File: src/rtl/json_string_unescape_unit_macros.svh
// Assertion macros shared by the string unescape unit.
// Each macro expects a clock named clk and an active-low reset named arst_n in scope.
`ifndef JSON_STRING_UNESCAPE_UNIT_MACROS_SVH
`define JSON_STRING_UNESCAPE_UNIT_MACROS_SVH

// The condition holds in the same cycle as the trigger.
`define JSU_ASSERT_SAME(lbl, trig, cond, msg) \
	lbl: assert property (@(posedge clk) disable iff (!arst_n) (trig) |-> (cond)) \
		else $error(msg);

// The condition holds in the cycle after the trigger.
`define JSU_ASSERT_NEXT(lbl, trig, cond, msg) \
	lbl: assert property (@(posedge clk) disable iff (!arst_n) (trig) |=> (cond)) \
		else $error(msg);

`endif

File: src/rtl/jsu_pkg.sv
// ----------------------------------------------------------------------------
// jsu_pkg
// Types, character codes and decode functions for the JSON string unescaper.
// ----------------------------------------------------------------------------
package jsu_pkg;

	// Decoder modes. The unused code is treated as plain mode.
	typedef enum logic [1:0] {
		MODE_PLAIN = 2'd0,
		MODE_ESC   = 2'd1,
		MODE_UHEX  = 2'd2
	} mode_t;

	// Up to three output bytes produced by one input byte.
	typedef struct packed {
		logic [2:0][7:0] bytes;
		logic [1:0]      cnt;
	} emit_t;

	localparam logic [7:0] CH_BSLASH = 8'h5C;
	localparam logic [7:0] CH_U      = 8'h75;
	localparam logic [7:0] CH_N      = 8'h6E;
	localparam logic [7:0] CH_R      = 8'h72;
	localparam logic [7:0] CH_T      = 8'h74;
	localparam logic [7:0] CH_B      = 8'h62;
	localparam logic [7:0] CH_F      = 8'h66;
	localparam logic [7:0] CH_0      = 8'h30;
	localparam logic [7:0] CH_9      = 8'h39;
	localparam logic [7:0] CH_LA     = 8'h61;
	localparam logic [7:0] CH_UA     = 8'h41;
	localparam logic [7:0] CH_UF     = 8'h46;

	localparam logic [15:0] REPLACEMENT_CHAR = 16'hFFFD;

	// Map the character after a backslash to the byte it stands for.
	function automatic logic [7:0] esc_map(logic [7:0] e);
		case (e)
			CH_N:    return 8'h0A;
			CH_R:    return 8'h0D;
			CH_T:    return 8'h09;
			CH_B:    return 8'h08;
			CH_F:    return 8'h0C;
			default: return e;
		endcase
	endfunction

	// Hex digit check; the top bit flags a valid digit.
	function automatic logic [4:0] hex_digit(logic [7:0] h);
		if (h inside {[CH_0:CH_9]}) begin
			return {1'b1, h[3:0]};
		end else if (h inside {[CH_LA:CH_F], [CH_UA:CH_UF]}) begin
			return {1'b1, h[3:0] + 4'd9};
		end else begin
			return 5'd0;
		end
	endfunction

	// Value of four collected characters; any non-hex character gives U+FFFD.
	function automatic logic [15:0] hex_value(logic [7:0] q0, logic [7:0] q1,
			logic [7:0] q2, logic [7:0] q3);
		logic [4:0] d0;
		logic [4:0] d1;
		logic [4:0] d2;
		logic [4:0] d3;
		d0 = hex_digit(q0);
		d1 = hex_digit(q1);
		d2 = hex_digit(q2);
		d3 = hex_digit(q3);
		if (d0[4] && d1[4] && d2[4] && d3[4]) begin
			return {d0[3:0], d1[3:0], d2[3:0], d3[3:0]};
		end else begin
			return REPLACEMENT_CHAR;
		end
	endfunction

	// UTF-8 encoding of a 16-bit code point in one to three bytes.
	function automatic emit_t utf8_enc(logic [15:0] v);
		emit_t r;
		r = '0;
		if (v < 16'h0080) begin
			r.bytes[0] = v[7:0];
			r.cnt      = 2'd1;
		end else if (v < 16'h0800) begin
			r.bytes[0] = 8'hC0 | {3'b000, v[10:6]};
			r.bytes[1] = 8'h80 | {2'b00, v[5:0]};
			r.cnt      = 2'd2;
		end else begin
			r.bytes[0] = 8'hE0 | {4'b0000, v[15:12]};
			r.bytes[1] = 8'h80 | {2'b00, v[11:6]};
			r.bytes[2] = 8'h80 | {2'b00, v[5:0]};
			r.cnt      = 2'd3;
		end
		return r;
	endfunction

	// Plain-rule decode of up to three characters left over when a string
	// ends inside a unicode escape. The fourth entry is padding.
	function automatic emit_t tail_decode(logic [3:0][7:0] c, logic [1:0] n);
		emit_t r;
		logic  skip;
		r    = '0;
		skip = 1'b0;
		for (int k = 0; k < 3; k++) begin
			if (k < int'(n)) begin
				if (skip) begin
					skip = 1'b0;
				end else if (c[k] != CH_BSLASH) begin
					r.bytes[r.cnt] = c[k];
					r.cnt          = r.cnt + 2'd1;
				end else if ((k + 1) < int'(n)) begin
					// A short unicode escape drops its u.
					if (c[k + 1] != CH_U) begin
						r.bytes[r.cnt] = esc_map(c[k + 1]);
						r.cnt          = r.cnt + 2'd1;
					end
					skip = 1'b1;
				end
			end
		end
		return r;
	endfunction

endpackage

File: src/rtl/json_string_unescape_unit.sv
// Each input byte is held in the input register and its result is then loaded
// into the result buffer, where it is offered; the byte waits while the buffer is busy.
// Throughput: one input byte per cycle while the result buffer can take it; each
// result byte needs one output transfer, and the single-entry result buffer shifts
// out one byte per transfer, so an n-byte result holds the input until its last byte goes.
// Reset: arst_n clears the decoder state and both valid flags asynchronously.
// ----------------------------------------------------------------------------
// json_string_unescape_unit
// Unescapes the body of a JSON string, one raw byte in and one output byte (or a
// bare end marker) out per transfer, with unicode escapes encoded as UTF-8.
// ----------------------------------------------------------------------------
`include "json_string_unescape_unit_macros.svh"

module json_string_unescape_unit
	import jsu_pkg::*;
(
	input  logic       clk,
	input  logic       arst_n,
	input  logic       in_valid,
	output logic       in_stall,
	input  logic [7:0] in_byte,
	input  logic       is_last,
	output logic       out_valid,
	input  logic       out_stall,
	output logic [7:0] out_byte,
	output logic       has_byte,
	output logic       run_end,
	output logic       string_end
);

	// Input register.
	logic       valid_s1;
	logic [7:0] byte_s1;
	logic       last_s1;

	// Decoder state.
	mode_t           mode_q;
	logic [1:0]      held_cnt_q;
	logic [2:0][7:0] held_q;

	// Result buffer; byte zero is the one on offer.
	logic            res_valid_q;
	logic [2:0][7:0] res_bytes_q;
	logic [1:0]      res_cnt_q;
	logic            res_has_q;
	logic            res_last_q;

	mode_t           mode_d;
	logic [1:0]      cnt_d;
	logic [2:0][7:0] held_d;
	emit_t           em;

	logic in_xfer;
	logic out_xfer;
	logic buf_free;
	logic load;

	// Handshake control.
	assign out_xfer = res_valid_q && !out_stall;
	assign buf_free = !res_valid_q || (out_xfer && res_cnt_q == 2'd1);
	assign load     = valid_s1 && buf_free;
	assign in_stall = valid_s1 && !buf_free;
	assign in_xfer  = in_valid && !in_stall;

	// Decode of the registered byte against the current state.
	always_comb begin
		mode_d = mode_q;
		cnt_d  = held_cnt_q;
		held_d = held_q;
		em     = '0;
		case (mode_q)
			MODE_ESC: begin
				if (byte_s1 == CH_U) begin
					mode_d = MODE_UHEX;
					cnt_d  = 2'd0;
				end else begin
					em.bytes[0] = esc_map(byte_s1);
					em.cnt      = 2'd1;
					mode_d      = MODE_PLAIN;
				end
			end
			MODE_UHEX: begin
				if (held_cnt_q == 2'd3) begin
					em     = utf8_enc(hex_value(held_q[0], held_q[1], held_q[2], byte_s1));
					mode_d = MODE_PLAIN;
					cnt_d  = 2'd0;
				end else begin
					held_d[held_cnt_q] = byte_s1;
					cnt_d              = held_cnt_q + 2'd1;
				end
			end
			default: begin
				if (byte_s1 == CH_BSLASH) begin
					mode_d = MODE_ESC;
				end else begin
					em.bytes[0] = byte_s1;
					em.cnt      = 2'd1;
					mode_d      = MODE_PLAIN;
				end
			end
		endcase
		// End of string: flush a short unicode escape and return to reset state.
		if (last_s1) begin
			if (mode_d == MODE_UHEX) begin
				em = tail_decode({8'h00, held_d}, cnt_d);
			end
			mode_d = MODE_PLAIN;
			cnt_d  = 2'd0;
			held_d = '0;
		end
	end

	// Input register control.
	always_ff @(posedge clk or negedge arst_n) begin
		if (!arst_n) begin
			valid_s1 <= 1'b0;
		end else if (in_xfer) begin
			valid_s1 <= 1'b1;
		end else if (load) begin
			valid_s1 <= 1'b0;
		end
	end

	// Input register payload.
	always_ff @(posedge clk) begin
		if (in_xfer) begin
			byte_s1 <= in_byte;
			last_s1 <= is_last;
		end
	end

	// Decoder state advances when the registered byte moves on.
	always_ff @(posedge clk or negedge arst_n) begin
		if (!arst_n) begin
			mode_q     <= MODE_PLAIN;
			held_cnt_q <= 2'd0;
			held_q     <= '0;
		end else if (load) begin
			mode_q     <= mode_d;
			held_cnt_q <= cnt_d;
			held_q     <= held_d;
		end
	end

	// Result buffer control.
	always_ff @(posedge clk or negedge arst_n) begin
		if (!arst_n) begin
			res_valid_q <= 1'b0;
		end else if (load) begin
			res_valid_q <= (em.cnt != 2'd0) || last_s1;
		end else if (out_xfer && res_cnt_q == 2'd1) begin
			res_valid_q <= 1'b0;
		end
	end

	// Result buffer payload; a transfer shifts the next byte into place.
	always_ff @(posedge clk) begin
		if (load) begin
			if (em.cnt == 2'd0) begin
				// Bare end marker.
				res_bytes_q <= '0;
				res_cnt_q   <= 2'd1;
				res_has_q   <= 1'b0;
			end else begin
				res_bytes_q <= em.bytes;
				res_cnt_q   <= em.cnt;
				res_has_q   <= 1'b1;
			end
			res_last_q <= last_s1;
		end else if (out_xfer) begin
			res_bytes_q <= {8'h00, res_bytes_q[2:1]};
			res_cnt_q   <= res_cnt_q - 2'd1;
		end
	end

	// Output ports.
	assign out_valid  = res_valid_q;
	assign out_byte   = res_bytes_q[0];
	assign has_byte   = res_has_q;
	assign run_end    = (res_cnt_q == 2'd1);
	assign string_end = (res_cnt_q == 2'd1) && res_last_q;

	// Checks on the buffer and the decoder state.
	`JSU_ASSERT_SAME(a_cnt_nonzero, res_valid_q, res_cnt_q != 2'd0,
		"empty result buffer shown as valid")
	`JSU_ASSERT_SAME(a_marker_alone, res_valid_q && !res_has_q,
		res_cnt_q == 2'd1 && res_last_q, "end marker is not a lone final result")
	`JSU_ASSERT_SAME(a_stall_pending, in_stall, valid_s1 && res_valid_q,
		"input stalled with nothing pending")
	`JSU_ASSERT_NEXT(a_end_resets, load && last_s1,
		mode_q == MODE_PLAIN && held_cnt_q == 2'd0, "state not cleared at end of string")

endmodule

File: config.mk
export PLATFORM = sky130hd
export DESIGN_NAME = json_string_unescape_unit
export DESIGN_NICKNAME = d
export VERILOG_FILES = /design/src/rtl/jsu_pkg.sv /design/src/rtl/json_string_unescape_unit.sv
export VERILOG_INCLUDE_DIRS = /design/src /design/src/rtl
export SDC_FILE = /design/constraint.sdc
export NUM_CORES = 1
export LEC_CHECK = 0
export BUFFER_PORTS_ARGS = -buffer_cell sky130_fd_sc_hd__buf_2
export CAP_MARGIN = 20
export CORE_MARGIN = 2
export CORE_UTILIZATION = 40
export DETAILED_ROUTE_END_ITERATION = 10
export PLACE_DENSITY = 0.59
export SYNTH_ARGS = -nofsm -noshare
export SYNTH_HDL_FRONTEND = slang
export SYNTH_SLANG_ARGS = --single-unit
File: constraint.sdc
create_clock -name clk -period 7.75 [get_ports clk]
set_input_delay 1.55 -clock clk [delete_from_list [all_inputs] [get_ports clk]]
set_output_delay 1.55 -clock clk [all_outputs]
set_load 0.01 [all_outputs]
==> impl_metrics.csv <==
group,metric,value,unit
placed_design,io_buffers,25,
grt,grt_max_degree,45,
worst_setup_path,worstPathMaxFanout,19,
power,p_leak,2.56,nW
timing,worst_slew_pin_slew,1.15,ns
worst_setup_path,r2r-start,"byte_s1[1]",
routing,drt-initial-drc-count,904,
yosys,synthFlopType,"edfxtp_1",
clocking,path_clk_slew,0.06,ns
clocking,h-tree-depth,3,
worst_setup_path,worstPathArrival,5.68,ns
yosys,async_flop_share,44.8,%
timing,fin_crit_sh,70.7,%
timing,maxSlewHeadroom,21.0,%
layout,antenna_cells,0,
timing,finalCriticalPeriod,5.48,ns
clocking,hold_buffers,0,
worst_setup_path,critPathLaunchType,"flip-flop",
placed_design,placed_cells,894,
floorplanning,chipHeight,128,um
yosys,syn_nets,773,
power,ir_drop,0.000179,V
timing,max_freq,183,MHz
routing,met1_length,9.67,mm
yosys,synth_seq_cells,67,
routing,remaining_drc_errors,0,
yosys,syn_inst,734,
worst_setup_path,cp-startpoint,"byte_s1[1]",
worst_setup_path,crit_type,"flip-flop to flip-flop",
min_path,min_path_type,"flip-flop to flip-flop",
placed_design,hpwl,17.1,mm
floorplanning,die_area,16400,um^2
run_status,outcome,"completed",
placed_design,gp_congestion,1.02,
layout,fin_cells,910,
yosys,yosysTopAreaCell,"edfxtp_1",
timing,fin_tns_setup,0,ns
yosys,avgSynthCellArea,8.37,um^2
yosys,synth_compound_area_share,29.4,%
yosys,muxShareOfSynthArea,4.40,%
timing,rsz0062_at_grt,"no",
grt,grtUsageTotal,28.3,%
yosys,synth.area.top_cells,"edfxtp_1 (18%), dfrtp_1 (12%), ha_1 (5.3%)",
routing,wl_met3,1.84,mm
worst_setup_path,crit_top_cell,"ha_1",
clocking,clk_latency,0.36,ns
floorplanning,io_pins,26,
clocking,clock-sinks,67,
routing,wl_per_cell,25.2,um
worst_setup_path,cp_slowest_cell,"edfxtp_1",
worst_setup_path,end_kind,"flip-flop",
worst_setup_path,crit_family,"compound AO/OA/AOI/OAI gates",
routing,dr_total_vias,6229,
yosys,synth_edf_count,37,
routing,ant_nets,0,
grt,grt_overflow_total,0,
timing,setup-violations-final,0,
yosys,seq_area_frac_synth,30.3,%
timing,hold_slack,0.537,ns
routing,route.top_layer_used,"met4",
layout,postLayoutCoreUtil,43.8,%
min_path,holdCritStartpoint,"res_bytes_q[11]",
timing,clock_skew,0.00850,ns
yosys,synth_area,6140,um^2
yosys,synth_top_family_by_area,"compound AO/OA/AOI/OAI gates",
routing,totalWireLength,22.9,mm
yosys,ys_top_cells_by_count,"nand2_1 (77), o21ai_0 (59), a21oi_1 (44), clkbuf_1 (38), edfxtp_1 (37)",
clocking,cts_setup_buffers,0,
timing,finalMaxSlewViolations,0,
power,power.density,283,nW/um^2
floorplanning,die_w,128,um
yosys,synthXorXnorAreaFrac,0.856,%
yosys,synth.most_common_cell,"nand2_1",
grt,antenna_found_initial,0,
yosys,yosysUniqueCellTypes,93,
layout,drive_gt1_share,10.8,%
yosys,synth_warnings,0,
yosys,synthAdderAreaFrac,5.30,%
worst_setup_path,critical-path-max-stage-delay,0.69,ns
clocking,clock_path_buffers,2,
floorplanning,start_util,40.7,%
clocking,cts_resized,0,
floorplanning,core,15100,um^2
routing,wl_met2,10.3,mm
routing,dr.pass1.iters,6,
worst_setup_path,cp_cell_sequence,"inv_1 -> ha_1 -> and4b_1 -> a21oi_1 -> nor2_1 -> nand2_1 -> a21o_1 -> ha_1 -> o21ai_0 -> o21bai_1 -> inv_1 -> ha_1 -> nor2_1 -> a41oi_1 -> o311ai_4 -> a21boi_1 -> a31oi_1",
grt,grt_pass1_wl,35.0,mm
worst_setup_path,required,7.96,ns
layout,fill_cells,1525,
job,maxCapViolations,0,
clocking,cts-root-buf,"clkbuf_16",
yosys,yosys.area_share.simple,23.4,%
routing,via_per_inst,6.85,
timing,hold_violations,0,
layout,syn_to_final_growth,7.66,%
grt,grt_pass1_vias,5880,
yosys,synth_top_area_share,18.1,%
clocking,tritoncts,"done",
clocking,cts-buffers-inserted,9,
layout,fin_nets,756,
floorplanning,rows,45,
worst_setup_path,critPathBufInv,2,
## metrics by stage
stage / worst slack (ns) / power (mW) / cell area [um^2]
after floorplan: 3.42 / 1.14 / 6140
after global placement: 2.58 / 1.37 / 6290
after detailed placement: 2.37 / 1.39 / 6290
after CTS: 2.35 / 1.85 / 6610
after global routing: 1.72 / 1.97 / 6610
final: 2.27 / 1.87 / 6610
## layer usage
metal	global-route usage (%)	up-vias
met5	0	-
met3	5.34	72
met1	37.9	3034
li1	-	2766
met2	44.1	357
met4	13.4	0
## placed cells by master, fill, tap and decap left out, types with 10 or more instances in the layout
cell type / n
edfxtp_1: 37
a21oi_1: 44
inv_1: 34
nor2_1: 36
o21ai_1: 14
dfrtp_1: 30
o21ai_0: 59
nand2b_1: 11
nand2_1: 77
mux2i_1: 19
nand4_1: 13
nor3_1: 17
ha_1: 26
o22ai_1: 14
nand3_1: 20
buf_2: 25
nor2b_1: 10
a31oi_1: 12
## power breakdown
group | internal (mW) | total (mW) | leakage [nW] | switching, mW
registers | 0.483 | 0.646 | 0.721 | 0.163
clock network | 0.284 | 0.456 | 0.156 | 0.173
logic | 0.263 | 0.772 | 1.69 | 0.509
## cell type report
cell class | instances | area [um^2] | share of cell area (%)
multi-input combinational | 575 | 3910 | 59.1
sequential | 67 | 1860 | 28.2
clock buffer | 9 | 225 | 3.41
clock inverter | 7 | 98.8 | 1.49
inverter | 35 | 131 | 1.99
timing repair buffer | 29 | 155 | 2.35
tap | 188 | 235 | 3.56
## path summary, 6_finish.rpt
kind | to | slack, ns | cells past startpoint
max | res_bytes_q[12] | 2.27 | 17
min | out_byte[3] | 0.54 | 2
max reg2reg | res_bytes_q[12] | 2.27 | 17
min reg2reg | out_byte[3] | 0.54 | 2
max in group asynchronous | held_q[18] | 6.02 | 1
min in group asynchronous | out_valid | 1.25 | 1
## cell families (layout without fill, tap and decap cells)
kind of cell	after synthesis	in the layout
fa+ha+maj	26	26
xor+xnor	6	6
flops	67	67
compound gates	261	261
buf+inv	92	80
simple gates	256	256
mux	26	26
## tightest hold or removal path, stage by stage, from the launching register on
cell and delay, ns:
edfxtp_1 0.32, nand2_1 0.06, o31ai_1 0.06
## flip-flops by register name, indices dropped and copies added, names as in the netlist
register	flops
mode_q	2
has_byte	1
valid_s1	1
out_valid	1
last_s1	1
held_q	24
out_byte	8
res_bytes_q	16
held_cnt_q	2
res_cnt_q	2
byte_s1	8
res_last_q	1
Power figures use the tool's default switching activity.
